<file path="config.mk">
export PLATFORM = sky130hd
export DESIGN_NAME = event_dispatch_queue
export DESIGN_NICKNAME = d
export VERILOG_FILES = /design/src/sv/edq_pkg.sv /design/src/sv/edq_queue.sv /design/src/sv/edq_lsn.sv /design/src/sv/event_dispatch_queue.sv
export SDC_FILE = /design/constraint.sdc
export NUM_CORES = 1
export LEC_CHECK = 0
export ABC_AREA = 0
export BUFFER_PORTS_ARGS = -buffer_cell sky130_fd_sc_hd__buf_2
export CAP_MARGIN = 25
export CORE_MARGIN = 2
export CORE_UTILIZATION = 40
export DETAILED_ROUTE_END_ITERATION = 8
export HOLD_SLACK_MARGIN = 0.1
export SLEW_MARGIN = 10
export SYNTH_ARGS = -nofsm -noshare
export SYNTH_HDL_FRONTEND = slang
export SYNTH_HIERARCHICAL = 1
export SYNTH_SLANG_ARGS = --single-unit
</file>
<file path="constraint.sdc">
create_clock -name i_clk -period 7.4 [get_ports i_clk]
set_input_delay 0.74 -clock i_clk [delete_from_list [all_inputs] [get_ports i_clk]]
set_output_delay 0.74 -clock i_clk [all_outputs]
set_load 0.01 [all_outputs]
</file>
<file path="src/sv/edq_pkg.sv">
// Shared types, constants and codes of the event dispatch queue.
package edq_pkg;

    localparam int QUEUE_CAPACITY = 15;
    localparam int LISTENER_COUNT = 8;

    localparam int QSLOTS = QUEUE_CAPACITY + 1;
    localparam int QIDX_W = $clog2(QSLOTS);
    localparam int LIDX_W = (LISTENER_COUNT > 1) ? $clog2(LISTENER_COUNT) : 1;

    localparam int EV_W = 16;
    localparam int MACH_W = 8;
    localparam int CNT_W = 4;

    typedef enum logic [2:0] {
        OP_PUSH_TAIL = 3'd0,
        OP_PUSH_HEAD = 3'd1,
        OP_POP = 3'd2,
        OP_ADD = 3'd3,
        OP_REMOVE = 3'd4,
        OP_REMOVE_MACH = 3'd5,
        OP_BROADCAST = 3'd6
    } t_op;

    typedef enum logic [1:0] {
        ST_OK = 2'd0,
        ST_EMPTY = 2'd1,
        ST_QFULL = 2'd2,
        ST_TFULL = 2'd3
    } t_status;

    typedef enum logic [1:0] {
        S_IDLE,
        S_EXEC,
        S_SCAN,
        S_DONE
    } t_state;

    // Command to the queue unit
    typedef struct packed {
        logic push_tail;
        logic push_head;
        logic pop;
        logic [EV_W-1:0] ev;
        logic [MACH_W-1:0] mach;
    } t_qcmd;

    // Write request to the subscriber table
    typedef struct packed {
        logic we;
        logic clr;
    } t_lsn_wr;

    // Compare results for the selected subscriber entry
    typedef struct packed {
        logic empty;
        logic hit_pair;
        logic hit_machine;
        logic live_match;
    } t_lsn_flags;

endpackage

</file>
<file path="src/sv/edq_queue.sv">
// Circular event queue: storage, head and tail pointers, registered pop data.
module edq_queue
    import edq_pkg::*;
(
    input  logic              i_clk,
    input  logic              i_rst_n,
    input  t_qcmd             i_cmd,
    output logic              o_full,
    output logic              o_empty,
    output logic [EV_W-1:0]   o_rd_event,
    output logic [MACH_W-1:0] o_rd_machine
);

    localparam logic [QIDX_W-1:0] QLAST = QIDX_W'(QUEUE_CAPACITY);

    logic [EV_W-1:0]   r_ev_mem [QSLOTS];
    logic [MACH_W-1:0] r_m_mem [QSLOTS];
    logic [QIDX_W-1:0] r_rd, r_wr, n_rd, n_wr;
    logic [QIDX_W-1:0] w_wr_next, w_rd_next, w_rd_prev, w_waddr;
    logic              w_we, w_re;
    logic [EV_W-1:0]   r_rd_event;
    logic [MACH_W-1:0] r_rd_machine;

    assign w_wr_next = (r_wr == QLAST) ? '0 : r_wr + 1'b1;
    assign w_rd_next = (r_rd == QLAST) ? '0 : r_rd + 1'b1;
    assign w_rd_prev = (r_rd == '0) ? QLAST : r_rd - 1'b1;

    // Head and tail meet the same one-slot gap
    assign o_full = (w_wr_next == r_rd);
    assign o_empty = (r_rd == r_wr);

    always_comb begin
        n_rd = r_rd;
        n_wr = r_wr;
        w_we = 1'b0;
        w_re = 1'b0;
        w_waddr = r_wr;
        if (i_cmd.push_tail && !o_full) begin
            w_we = 1'b1;
            n_wr = w_wr_next;
        end else if (i_cmd.push_head && !o_full) begin
            w_we = 1'b1;
            w_waddr = w_rd_prev;
            n_rd = w_rd_prev;
        end else if (i_cmd.pop && !o_empty) begin
            w_re = 1'b1;
            n_rd = w_rd_next;
        end
    end

    always_ff @(posedge i_clk) begin
        if (!i_rst_n) begin
            r_rd <= '0;
            r_wr <= '0;
        end else begin
            r_rd <= n_rd;
            r_wr <= n_wr;
        end
    end

    always_ff @(posedge i_clk) begin
        if (w_we) begin
            r_ev_mem[w_waddr] <= i_cmd.ev;
            r_m_mem[w_waddr] <= i_cmd.mach;
        end
        if (w_re) begin
            r_rd_event <= r_ev_mem[r_rd];
            r_rd_machine <= r_m_mem[r_rd];
        end
    end

    assign o_rd_event = r_rd_event;
    assign o_rd_machine = r_rd_machine;

endmodule

</file>
<file path="src/sv/edq_lsn.sv">
// Subscriber table with the shared compare unit for the selected entry.
module edq_lsn
    import edq_pkg::*;
(
    input  logic              i_clk,
    input  logic              i_rst_n,
    input  logic [LIDX_W-1:0] i_idx,
    input  logic [EV_W-1:0]   i_event,
    input  logic [MACH_W-1:0] i_machine,
    input  logic [EV_W-1:0]   i_match,
    input  t_lsn_wr           i_wr,
    output t_lsn_flags        o_flags,
    output logic [MACH_W-1:0] o_entry_machine
);

    logic [EV_W-1:0]   r_ev [LISTENER_COUNT];
    logic [MACH_W-1:0] r_m [LISTENER_COUNT];
    logic [EV_W-1:0]   w_ev;
    logic [MACH_W-1:0] w_m;

    assign w_ev = r_ev[i_idx];
    assign w_m = r_m[i_idx];

    always_comb begin
        o_flags.empty = (w_m == '0);
        o_flags.hit_machine = (w_m == i_machine);
        o_flags.hit_pair = (w_m == i_machine) && (w_ev == i_event);
        o_flags.live_match = (w_m != '0) && (w_ev == i_match);
    end

    assign o_entry_machine = w_m;

    always_ff @(posedge i_clk) begin
        if (!i_rst_n) begin
            for (int k = 0; k < LISTENER_COUNT; k++) begin
                r_ev[k] <= '0;
                r_m[k] <= '0;
            end
        end else if (i_wr.we) begin
            r_ev[i_idx] <= i_wr.clr ? '0 : i_event;
            r_m[i_idx] <= i_wr.clr ? '0 : i_machine;
        end
    end

endmodule

</file>
<file path="src/sv/event_dispatch_queue.sv">
// Top level of the event dispatch queue: sequencer, handshakes, result register.
//
// Usage: one request transaction on the s_axis side carries an operation in
// tuser (push tail, push head, pop, add subscriber, remove subscriber,
// remove machine, broadcast) and its event, machine and match event in tdata.
// Every request gives exactly one result transaction on the m_axis side:
// popped event and machine, pushed count in tdata and a status code in tuser.
// Push, pop and unused codes pass from the idle state through the execute
// and deliver states to the result register. Subscriber operations walk the
// table one entry a cycle through one shared compare unit, after the execute
// state and before the deliver state; add stops at the first empty entry,
// broadcast at the first push that finds the queue full.
// The block takes one request at a time; s_axis_tready is high only while
// the sequencer is idle, and a new request may be taken while the previous
// result still waits in the output register.
// Reset (synchronous, active low) empties the queue and clears the table.
// A stalled receiver holds the result in the output register; the next
// result waits in the deliver state until the register frees up.
module event_dispatch_queue
    import edq_pkg::*;
(
    input  logic        i_clk,
    input  logic        i_rst_n,
    input  logic        s_axis_tvalid,
    output logic        s_axis_tready,
    // [15:0] event_req, [23:16] machine, [39:24] match_event
    input  logic [39:0] s_axis_tdata,
    // [2:0] operation
    input  logic [2:0]  s_axis_tuser,
    output logic        m_axis_tvalid,
    input  logic        m_axis_tready,
    // [15:0] out_event, [23:16] out_machine, [27:24] pushed_count, [31:28] zero
    output logic [31:0] m_axis_tdata,
    // [1:0] status
    output logic [1:0]  m_axis_tuser
);

    localparam logic [LIDX_W-1:0] LLAST = LIDX_W'(LISTENER_COUNT - 1);

    t_state             r_state, n_state;
    t_op                r_op, n_op;
    logic [EV_W-1:0]    r_ev, n_ev;
    logic [MACH_W-1:0]  r_m, n_m;
    logic [EV_W-1:0]    r_match, n_match;
    logic [LIDX_W-1:0]  r_idx, n_idx;
    t_status            r_st, n_st;
    logic [CNT_W-1:0]   r_cnt, n_cnt;
    logic               r_popped, n_popped;

    logic               r_ovalid;
    logic [31:0]        r_odata;
    logic [1:0]         r_ouser;
    logic               w_load;

    t_qcmd              w_qcmd;
    logic               w_qfull, w_qempty;
    logic [EV_W-1:0]    w_qev;
    logic [MACH_W-1:0]  w_qm;
    t_lsn_wr            w_lwr;
    t_lsn_flags         w_lf;
    logic [MACH_W-1:0]  w_lm;

    edq_queue u_queue (
        .i_clk        (i_clk),
        .i_rst_n      (i_rst_n),
        .i_cmd        (w_qcmd),
        .o_full       (w_qfull),
        .o_empty      (w_qempty),
        .o_rd_event   (w_qev),
        .o_rd_machine (w_qm)
    );

    edq_lsn u_lsn (
        .i_clk           (i_clk),
        .i_rst_n         (i_rst_n),
        .i_idx           (r_idx),
        .i_event         (r_ev),
        .i_machine       (r_m),
        .i_match         (r_match),
        .i_wr            (w_lwr),
        .o_flags         (w_lf),
        .o_entry_machine (w_lm)
    );

    assign s_axis_tready = (r_state == S_IDLE);

    always_comb begin
        n_state = r_state;
        n_op = r_op;
        n_ev = r_ev;
        n_m = r_m;
        n_match = r_match;
        n_idx = r_idx;
        n_st = r_st;
        n_cnt = r_cnt;
        n_popped = r_popped;
        w_qcmd = '0;
        w_qcmd.ev = r_ev;
        w_qcmd.mach = r_m;
        w_lwr = '0;
        w_load = 1'b0;

        unique case (r_state)
            S_IDLE: begin
                if (s_axis_tvalid) begin
                    // Latch the request and clear the result
                    n_op = t_op'(s_axis_tuser);
                    n_ev = s_axis_tdata[15:0];
                    n_m = s_axis_tdata[23:16];
                    n_match = s_axis_tdata[39:24];
                    n_idx = '0;
                    n_st = ST_OK;
                    n_cnt = '0;
                    n_popped = 1'b0;
                    n_state = S_EXEC;
                end
            end
            S_EXEC: begin
                n_state = S_DONE;
                unique case (r_op)
                    OP_PUSH_TAIL, OP_PUSH_HEAD: begin
                        w_qcmd.push_tail = (r_op == OP_PUSH_TAIL);
                        w_qcmd.push_head = (r_op == OP_PUSH_HEAD);
                        if (w_qfull) begin
                            n_st = ST_QFULL;
                        end else begin
                            n_cnt = CNT_W'(1);
                        end
                    end
                    OP_POP: begin
                        // Read data lands in the queue's output register next cycle
                        w_qcmd.pop = 1'b1;
                        if (w_qempty) begin
                            n_st = ST_EMPTY;
                        end else begin
                            n_popped = 1'b1;
                        end
                    end
                    OP_ADD, OP_REMOVE, OP_REMOVE_MACH, OP_BROADCAST: begin
                        n_state = S_SCAN;
                    end
                    default: begin
                        // Unused code: all-zero result
                    end
                endcase
            end
            S_SCAN: begin
                n_idx = r_idx + 1'b1;
                if (r_idx == LLAST) begin
                    n_state = S_DONE;
                end
                unique case (r_op)
                    OP_ADD: begin
                        if (w_lf.empty) begin
                            w_lwr.we = 1'b1;
                            n_state = S_DONE;
                        end else if (r_idx == LLAST) begin
                            n_st = ST_TFULL;
                        end
                    end
                    OP_REMOVE, OP_REMOVE_MACH: begin
                        if ((r_op == OP_REMOVE) ? w_lf.hit_pair : w_lf.hit_machine) begin
                            w_lwr.we = 1'b1;
                            w_lwr.clr = 1'b1;
                        end
                    end
                    default: begin
                        // Broadcast: push for each live matching entry
                        if (w_lf.live_match) begin
                            w_qcmd.push_tail = 1'b1;
                            w_qcmd.mach = w_lm;
                            if (w_qfull) begin
                                n_st = ST_QFULL;
                                n_state = S_DONE;
                            end else if (r_cnt != '1) begin
                                n_cnt = r_cnt + 1'b1;
                            end
                        end
                    end
                endcase
            end
            S_DONE: begin
                // Hand over to the output register once it is free
                if (!r_ovalid || m_axis_tready) begin
                    w_load = 1'b1;
                    n_state = S_IDLE;
                end
            end
            default: begin
                n_state = S_IDLE;
            end
        endcase
    end

    always_ff @(posedge i_clk) begin
        if (!i_rst_n) begin
            r_state <= S_IDLE;
            r_ovalid <= 1'b0;
        end else begin
            r_state <= n_state;
            if (w_load) begin
                r_ovalid <= 1'b1;
            end else if (m_axis_tready) begin
                r_ovalid <= 1'b0;
            end
        end
    end

    // Request and result payload: no reset needed
    always_ff @(posedge i_clk) begin
        r_op <= n_op;
        r_ev <= n_ev;
        r_m <= n_m;
        r_match <= n_match;
        r_idx <= n_idx;
        r_st <= n_st;
        r_cnt <= n_cnt;
        r_popped <= n_popped;
        if (w_load) begin
            r_odata <= {4'b0000, r_cnt,
                        r_popped ? w_qm : {MACH_W{1'b0}},
                        r_popped ? w_qev : {EV_W{1'b0}}};
            r_ouser <= r_st;
        end
    end

    assign m_axis_tvalid = r_ovalid;
    assign m_axis_tdata = r_odata;
    assign m_axis_tuser = r_ouser;

endmodule

</file>
# Word level (Yosys, flattened, before mapping)
# Memories as Yosys holds them, arrays and structs flattened. A register that Yosys moved wholly into a read port is not among the register bits.
# Cells that the tools add are included.
[classes] addsub=5 reduce_logical=32 mux=79 eq_ne=34 bitwise=1
[ops] op="two-way mux 4 bit" n=14
[ops] op="two-way mux 8 bit" n=5
[ops] op="== test 16 bit" n=2
[ops] op="two-way mux 16 bit" n=2
[ops] op="two-way mux 2 bit" n=16
[ops] op="two-way mux 1 bit" n=27
[ops] op="!= test 2 bit (second input constant)" n=8
[ops] op="AND reduction 8 bit" n=2
[ops] op="OR reduction 16 bit" n=1
[ops] op="two-way mux 3 bit" n=5
[ops] op="adder 4 x 1 -> 4 bit (second input constant)" n=3
[ops] op="== test 3 bit (second input constant)" n=4
[ops] op="case mux 2 bit (2 select lines)" n=3
[ops] op="case mux 4 bit (3 select lines)" n=1
[ops] op="== test 4 bit" n=2
[ops] op="== test 4 bit (second input constant)" n=2
[ops] op="== test 8 bit" n=1
[ops] op="zero test 8 bit" n=1
[ops] op="case mux 2 bit (4 select lines)" n=1
[ops] op="AND reduction 2 bit" n=4
[ops] op="nonzero test 2 bit" n=4
[ops] op="nonzero test 8 bit" n=1
[ops] op="OR reduction 8 bit" n=1
[ops] op="== test 3 x 2 -> 1 bit (second input constant)" n=2
[ops] op="other kinds (25)" n=39
[totals] elab_cells=170 n_memories=4 register_bits=94 ram_bits=576
[mem_list] name="u_queue.r_ev_mem" depth=16 width=16 read_ports=1 rd_ports_with_merged_regs=1 wr=1 line_no="edq_queue.sv:16" text="logic [EV_W-1:0] r_ev_mem [QSLOTS];"
[mem_list] name="u_lsn.r_ev" depth=8 width=16 read_ports=1 rd_ports_with_merged_regs=1 wr=8 line_no="edq_lsn.sv:16" text="logic [EV_W-1:0] r_ev [LISTENER_COUNT];"
[mem_list] name="u_queue.r_m_mem" depth=16 width=8 read_ports=1 rd_ports_with_merged_regs=1 wr=1 line_no="edq_queue.sv:17" text="logic [MACH_W-1:0] r_m_mem [QSLOTS];"
[mem_list] name="u_lsn.r_m" depth=8 width=8 read_ports=1 rd_ports_with_merged_regs=1 wr=8 line_no="edq_lsn.sv:17" text="logic [MACH_W-1:0] r_m [LISTENER_COUNT];"

# Longest topological paths before layout
# Gate-level depths: netlist of run 1.
[logic_depth] ltp_word=11 ltp_mapped=18 depth_no_buf=14

# Cells and area by module
# Netlist of run 1, hierarchy kept.
[by_module_without_submodules] module="edq_queue" area_each_um2=16198.0 seq_area_each_um2=12411.9 cells_per_inst=710 n_inst=1
[by_module_without_submodules] module="edq_lsn" area_each_um2=9087.5 seq_area_each_um2=5765.5 cells_per_inst=711 n_inst=1
[by_module_without_submodules] module="event_dispatch_queue" area_each_um2=3382.0 seq_area_each_um2=2552.4 cells_per_inst=213 n_inst=1

# Least setup slack after synthesis of run 1
# OpenSTA, ideal clock, no wires.
[synth_path] path_kind="register to register" from="register, netlist name r_idx[0]" to="memory u_queue.r_ev_mem[12][0], enable pin" setup_time_ns=0.435 path_stages_with_launch=14 n_path_buf=3 required_ns=6.965 t_arrival_ns=5.036 path_slack_ns=1.929 path_cell_list="edfxtp_1 > buf_4 > buf_4 > mux4_2 > mux2i_1 > xor2_1 > nand4_1 > nor4_2 > nand4_4 > o31ai_1 > and2_1 > o22ai_1 > buf_2 > nor3_1"
[synth_rtl] element="end: declaration" line_no="edq_queue.sv:16"

==> out/results.ini, run 1 <==
[synthesis]
synthSimpleGateAreaFrac_pct = 7.24
synthMuxAreaShare_pct = 14.0
yosysSeqAreaShare_pct = 72.3
synth-adder-area-share_pct = 0.480
postSynth.asyncResetShare_pct = 0
ys_ff_latch = 694
synth_top_flop_cell = edfxtp_1
syn_area_per_cell_um2 = 17.5
synthCells = 1634
synth_edf_count = 683
ys.warnings.count = 6
syn-cell-area_um2 = 28700
synth_xor_xnor_area_share_pct = 1.04
synth_cell_type_count = 71
synth_compound_area_share_pct = 2.89
synth_top_family_by_area = multiplexers

[clocking]
ctsHoldBuffers = 0
cts_tree = yes
cts_setup_buffers = 0
cts_made_buffers = 75
cts_resized = 0
cts_max_path_buffers = 3
clk-insertion-delay-late_ps = 610
clkSinkCount = 694
cts.htree.levels = 3
clk_pin_slew_worst_paths_ps = 60
root_buffer = clkbuf_16

[layout]
drive_gt1_share_pct = 24.8
areaGrowthSynthToFinish_pct = 14.5
most-common-layout-cells = 683 x edfxtp_1, 223 x nor2_1, 141 x mux4_2
final_common_cell = edfxtp_1
nFillCells = 6063
nets = 1797
final_cells = 2750
final_util_pct = 46.1

[drt]
ant_nets = 0
wirelength_um = 69200
avgRoutedWirePerCell_um = 25.2
drtPass1Iterations = 5
initialDrtViolationCount = 1495
routed_via_density = 5.54
vias = 15243
drc_errors = 0

[die]
initial_core_util_pct = 40.2
core_um2 = 71200
fp.dieH_um = 272
die-width_um = 272
die_area_um2 = 73800
rows = 98
io_pins = 83

[power]
power_density_nw_per_um2 = 302
p_leak_nw = 10.7
ir_drop_uv = 189

[worst_setup_path]
arrival_ps = 5900
timing.rr.end = u_queue/r_m_mem[9][5]
critPathCaptureType = flip-flop
start_kind = flip-flop
reg2reg_depth = 14
crit_fanout = 48
path_class = reg -> reg
worstPathRequired_ps = 7660
r2r-start = r_idx[2]
cp-startpoint = r_idx[2]
r2r_slack_ps = 1760

[sta]
slew_headroom_pct = 32.2
hold_viol = 0
finalSetupViolations = 0
finalCritPeriodShare_pct = 76.2
drv_slew = 0
tightest_slew_ps = 1020
setup_tns_ps = 0
rsz0062_at_grt = no
clock_skew_ps = 19.1
fmax_mhz = 177
period_minus_slack_ps = 5640

[hold_path]
hold_path_end = r_match[9]
hold_depth = 1
min_from = s_axis_tdata[33]
min-delay-path-class = in -> reg

[run_status]
outcome = complete, no violations

[global_route]
track_usage_pct = 18.8
overflow = 0
grt_max_degree = 55
grt_pass1_wl_um = 102000
first_global_vias = 15476
antenna_found_initial = 2

[flow_run]
maxCapViolCount = 0

[placement]
dp_cells = 2610
place_congestion = 0.828
port_buffers = 78
place_hpwl_um = 43600

-- worst max path at each step --
stage,endpoint,cells past startpoint
4_1_cts,u_queue/r_m_mem[9][5],14
6_report,u_queue/r_m_mem[9][5],14
3_3_place_gp,u_queue/r_ev_mem[9][4],15
3_5_place_dp,u_queue/r_ev_mem[9][4],14
5_1_grt,u_queue/r_ev_mem[2][4],14
2_1_floorplan,u_queue/r_ev_mem[12][0],13
-- per-layer routing --
metal	up-vias	share of wire, %	global-route usage [%]
met5	-	0.017	0
met4	2	3.8	7.45
met3	147	6.2	3.82
met2	553	49	31.0
met1	7965	41	24.6
li1	6576	-	-
-- layout make-up --
| class | instances | area [µm²] | share of cell area, % |
|---|---|---|---|
| Antenna cell | 1 | 2.50 | 0.00763 |
| Multi-Input combinational cell | 818 | 7470 | 22.8 |
| Sequential cell | 694 | 20700 | 63.2 |
| Clock inverter | 49 | 482 | 1.47 |
| Inverter | 18 | 67.6 | 0.206 |
| Tap cell | 950 | 1190 | 3.62 |
| Clock buffer | 88 | 1970 | 6.00 |
| Timing Repair Buffer | 132 | 898 | 2.74 |
-- registers in the layout, indices dropped and copies added, names as in the netlist --
signal                count
u_queue/r_rd              4
r_ev                     16
u_queue/o_rd_event       16
r_state                   2
u_queue/r_wr              4
m_axis_tuser              2
r_popped                  1
r_op                      3
u_lsn/r_m                64
m_axis_tvalid             1
r_st                      2
r_cnt                     4
r_match                  16
u_queue/r_ev_mem        256
r_idx                     3
u_queue/r_m_mem         128
r_m                       8
u_queue/o_rd_machine      8
u_lsn/r_ev              128
m_axis_tdata             28
-- through the flow --
step / area [µm²] / worst slack (ps) / total power [mW] / hold slack, ps
floorplan: 28700 / 1930 / 5.78 / 418
global placement: 30300 / 1910 / 6.25 / 478
detailed placement: 30300 / 1830 / 6.29 / 491
CTS: 32800 / 1820 / 10.0 / 271
global route: 32800 / 1400 / 10.3 / 271
finish: 32800 / 1760 / 9.92 / 297
-- cells in the mapped netlist (3+ instances only) --
| library cell | count | share of area, % |
|---|---|---|
| nor3_1 | 30 | 0.52 |
| a21boi_0 | 6 | 0.16 |
| buf_2 | 24 | 0.42 |
| clkbuf_1 | 35 | 0.46 |
| buf_1 | 30 | 0.39 |
| a211oi_1 | 3 | 0.079 |
| a21o_1 | 3 | 0.079 |
| dfxtp_1 | 11 | 0.77 |
| o21ai_0 | 19 | 0.33 |
| o22ai_1 | 8 | 0.17 |
| buf_6 | 5 | 0.20 |
| ha_1 | 11 | 0.48 |
| xor2_1 | 15 | 0.46 |
| a22oi_1 | 13 | 0.34 |
| o21bai_1 | 3 | 0.079 |
| a221oi_1 | 5 | 0.15 |
| a31oi_1 | 9 | 0.20 |
| inv_1 | 16 | 0.21 |
| mux2i_2 | 3 | 0.14 |
| mux2_2 | 21 | 0.82 |
| and3b_1 | 5 | 0.15 |
| and2_1 | 34 | 0.74 |
| nand3_1 | 10 | 0.17 |
| xnor2_1 | 19 | 0.58 |
| nand2b_1 | 38 | 0.83 |
| mux4_2 | 141 | 11 |
| a21oi_1 | 15 | 0.26 |
| mux2_1 | 4 | 0.16 |
| buf_4 | 13 | 0.34 |
| nor4b_1 | 5 | 0.15 |
| nor2_1 | 223 | 2.9 |
| nor2b_1 | 20 | 0.44 |
| edfxtp_1 | 683 | 72 |
| nand4_1 | 8 | 0.17 |
| o31ai_1 | 5 | 0.13 |
| nand2_1 | 47 | 0.62 |
| a22o_1 | 7 | 0.21 |
| mux2i_1 | 46 | 1.6 |
-- power by group --
part           switching, mW  leakage, nW  internal (mW)
sequential             0.208         6.53           4.57
clock                   1.53         1.18           2.19
combinational          0.834         3.01          0.590
total                   2.57         10.7           7.35
-- cells by family after synthesis --
kind of cell,Yosys count
AND/OR/NAND/NOR,438
XOR/XNOR,34
adder cells (fa/ha/maj),11
flip-flops,694
other,1
buffers and inverters,125
multiplexers,217
AO/OA/AOI/OAI,114
-- worst max-delay path, stage by stage, from the launching register on --
cell,delay (ps)
edfxtp_1,320
buf_4,570
buf_4,400
mux4_2,340
mux2i_1,320
xnor2_1,100
nor4_1,590
o31ai_1,190
nor4_2,520
nand4_4,300
o31ai_1,130
and2_1,330
o22ai_2,370
nor3_2,310
buf_4,410
No activity file was read; power rests on OpenSTA's default activity.
==> run 2, diff against run 1 <==
--- a/config.mk
+++ b/config.mk
@@ -5,7 +5,7 @@
 export SDC_FILE = /design/constraint.sdc
 export NUM_CORES = 1
 export LEC_CHECK = 0
-export ABC_AREA = 0
+export ABC_AREA = 1
 export BUFFER_PORTS_ARGS = -buffer_cell sky130_fd_sc_hd__buf_2
 export CAP_MARGIN = 25
 export CORE_MARGIN = 2
==> constraint.sdc (replaced) <==
create_clock -name i_clk -period 5.2 [get_ports i_clk]
set_input_delay 0.52 -clock i_clk [delete_from_list [all_inputs] [get_ports i_clk]]
set_output_delay 0.52 -clock i_clk [all_outputs]
set_load 0.01 [all_outputs]
==> out/results.ini, run 2 <==
[sta]
slew_headroom_pct = 36.2  ; was 32.2%
setup_tns_ps = 0  ; unchanged
tightest_slew_ps = 957  ; was 1020 ps
whs_ps = 276  ; was 297 ps
layout_setup_ws_ps = 115  ; was 1760 ps
clock_skew_ps = 45.3  ; was 19.1 ps
hold_viol = 0  ; unchanged
drv_slew = 0  ; unchanged
period_minus_slack_ps = 5090  ; was 5640 ps
finalCritPeriodShare_pct = 97.8  ; was 76.2%
rsz0062_at_grt = yes  ; was no
fmax_mhz = 197  ; was 177 MHz
finalSetupViolations = 0  ; unchanged

[clocking]
cts_tree = yes  ; unchanged
cts_max_path_buffers = 3  ; unchanged
clkSinkCount = 694  ; unchanged
cts.htree.levels = 3  ; unchanged
root_buffer = clkbuf_16  ; unchanged
cts_made_buffers = 75  ; unchanged
clk_pin_slew_worst_paths_ps = 70  ; was 60 ps
clk-insertion-delay-late_ps = 650  ; was 610 ps

[placement]
pre_cts_slack_ps = 129  ; was 1830 ps
place_hpwl_um = 50100  ; was 43,600 µm
place_congestion = 0.911  ; was 0.828
placed_area_um2 = 31200  ; was 30,300 µm²
port_buffers = 78  ; unchanged

[worst_setup_path]
cp-startpoint = r_idx[0]  ; was r_idx[2]
r2r-start = r_idx[0]  ; was r_idx[2]
crit_fanout = 33  ; was 48
cp.buffers_inverters = 4  ; was 3
crit_path_frequent_cell = nand2_1  ; was buf_4
slowest_stage = nor2_4  ; was nor4_1
slowest_delay_ps = 810  ; was 590 ps
path_cells = inv_2, buf_12, nand2_1, nand3_1, nand2_1, nor2_2, xor2_1, nand2_1, nor2_1, nand2_1, nor2_1, nand2_1, clkinv_1, nand2_2, a21oi_1, inv_1, nand3_4, nand2_2, nand2_4, nand3_1, nor2_4  ; was buf_4, buf_4, mux4_2, mux2i_1, xnor2_1, nor4_1, o31ai_1, nor4_2, nand4_4, o31ai_1, and2_1, o22ai_2, nor3_2, buf_4
critPathTopFamily = simple AND/OR/NAND/NOR gates  ; unchanged
arrival_ps = 5340  ; was 5900 ps
r2r_slack_ps = 110  ; was 1760 ps
start_kind = flip-flop  ; unchanged
timing.rr.end = u_queue/r_ev_mem[7][8]  ; was u_queue/r_m_mem[9][5]
reg2reg_depth = 21  ; was 14
path_class = reg -> reg  ; unchanged
cp_num_cells = 21  ; was 14
worstPathRequired_ps = 5460  ; was 7660 ps
critPathCaptureType = flip-flop  ; unchanged
cp-endpoint = u_queue/r_ev_mem[7][8]  ; was u_queue/r_m_mem[9][5]

[drt]
initialDrtViolationCount = 2101  ; was 1,495
routed_via_density = 5.32  ; was 5.54
wirelength_um = 80400  ; was 69,200 µm
drtPass1Iterations = 8  ; was 5
ant_nets = 0  ; unchanged
drc_errors = 5  ; was 0
avgRoutedWirePerCell_um = 21.1  ; was 25.2 µm
vias = 20264  ; was 15,243

[global_route]
grt_pass1_wl_um = 120000  ; was 102,000 µm
first_global_vias = 19796  ; was 15,476
grt_max_degree = 111  ; was 55
track_usage_pct = 21.0  ; was 18.8%
overflow = 0  ; unchanged
antenna_found_initial = 2  ; unchanged

[layout]
nets = 2851  ; was 1,797
drive_gt1_share_pct = 12.0  ; was 24.8%
most-common-layout-cells = 683 x edfxtp_1, 529 x nand2_1, 494 x nor2_1  ; was 683 x edfxtp_1, 223 x nor2_1, 141 x mux4_2
final_util_pct = 46.7  ; was 46.1%
diodes = 0  ; was 1
areaGrowthSynthToFinish_pct = 15.4  ; was 14.5%
final_common_cell = edfxtp_1  ; unchanged
largest_register_ff_count = 256  ; unchanged
reg.largest.list = u_queue/r_ev_mem x256, u_lsn/r_ev x128, u_queue/r_m_mem x128  ; unchanged
final_area_um2 = 34100  ; was 32,800 µm²
regMostFlops = u_queue/r_ev_mem  ; unchanged

[power]
power_density_nw_per_um2 = 428  ; was 302 nW/µm²
ir_drop_uv = 231  ; was 189 µV
p_sw_share_pct = 29.6  ; was 25.9%
p_leak_nw = 13.0  ; was 10.7 nW
power_frac_comb_pct = 18.0  ; was 14.4%
clkPwrFrac_pct = 35.9  ; was 37.5%
switchingPower_mw = 4.33  ; was 2.57 mW
seqPwrFrac_pct = 46.1  ; was 48.2%
p_int_mw = 10.3  ; was 7.35 mW

[synthesis]
synthCells = 2658  ; was 1,634
synth_area_leaders = edfxtp_1 69%, nand2_1 6.7%, nor2_1 6.5%  ; was edfxtp_1 72%, mux4_2 11%, nor2_1 2.9%
synth_area_leader_cell = edfxtp_1  ; unchanged
synthTopCellsByCount = 683 x edfxtp_1, 529 x nand2_1, 514 x nor2_1, 215 x o21ai_0, 190 x inv_1  ; was 683 x edfxtp_1, 223 x nor2_1, 141 x mux4_2, 47 x nand2_1, 46 x mux2i_1
ys.warnings.count = 6  ; unchanged
synth_edf_count = 683  ; unchanged
ys_ff_latch = 694  ; unchanged
synth_cell_type_count = 42  ; was 71
yosysTopAreaCellShare_pct = 69.4  ; was 71.5%
syn-cell-area_um2 = 29600  ; was 28,700 µm²
postSynth.asyncResetShare_pct = 0  ; unchanged
synth_top_flop_cell = edfxtp_1  ; unchanged
syn_area_per_cell_um2 = 11.1  ; was 17.5 µm²
synth_most_common_cell = edfxtp_1  ; unchanged
yosysSeqAreaShare_pct = 70.1  ; was 72.3%

[die]
rows = 99  ; was 98
io_pins = 83  ; unchanged
core_um2 = 73100  ; was 71,200 µm²
die-width_um = 276  ; was 272 µm
fp.dieH_um = 276  ; was 272 µm
initial_core_util_pct = 40.4  ; was 40.2%
die_area_um2 = 76100  ; was 73,800 µm²

[run_status]
outcome = finished with violations  ; was complete, no violations
failed_checks = DRC

[flow_run]
maxCapViolCount = 0  ; unchanged

[hold_path]
min-delay-path-class = in -> reg  ; unchanged

## run 2: metrics by stage
stage / total power, mW / std cells
after floorplan: 8.51 / 2661
after global placement: 9.38 / 3621
after detailed placement: 9.42 / 3624
after CTS: 14.7 / 3804
after global routing: 15.2 / 3812
final: 14.6 / 3812
## run 2: routing by layer
metal	wire length (µm)	global-route usage (%)	share of wire [%]
met1	32700	27.1	41
met2	40300	36.2	50
met3	5140	2.98	6.4
met4	2280	7.13	2.8
met5	0	0	0
## run 2: worst min-delay path: stages
cell and delay (ps):
buf_2 90, nor2_1 70, o21a_1 170
## run 2: logic make-up after synthesis
group | share of synthesized area, %
fa+ha+maj | 0.466
simple gates | 17.0
other cells | 0.0127
flops | 70.1
xor+xnor | 0.563
compound gates | 7.01
buf+inv | 4.83
## run 2: power groups by stage
| stage | Clock (mW) | Sequential (mW) | Combinational, mW |
|---|---|---|---|
| after global routing | 5.59 | 6.76 | 2.90 |
| final | 5.25 | 6.74 | 2.62 |
| after global placement | 0 | 6.86 | 2.52 |
| after floorplan | 0 | 6.81 | 1.69 |
| after CTS | 5.35 | 6.75 | 2.59 |
| after detailed placement | 0 | 6.86 | 2.56 |
## run 2: worst min-delay path by stage
stage / startpoint / endpoint / slack (ps) / cells past startpoint
finish: m_axis_tready / m_axis_tvalid / 280 / 3
global route: m_axis_tready / m_axis_tvalid / 290 / 3
detailed placement: r_st[1] / m_axis_tuser[1] / 490 / 0
CTS: m_axis_tready / m_axis_tvalid / 240 / 3
global placement: r_st[1] / m_axis_tuser[1] / 470 / 0
floorplan: r_st[0] / m_axis_tuser[0] / 430 / 0
## run 2: area by class of cell
type,instances,area (µm²)
clock buffer,89,1930
clock inverter,48,492
fill,6656,39000
inverter,204,768
multi-input combinational,1631,7570
sequential,694,20700
tap,959,1200
timing repair buffer,187,1430
## run 2: timing repair
item                                    4_1_cts  5_1_grt
buffers inserted                              0        4
endpoints found under the setup margin        0      376
gates resized for setup                       0        1
hold endpoints to repair                     43        0
hold buffers                                 43        0
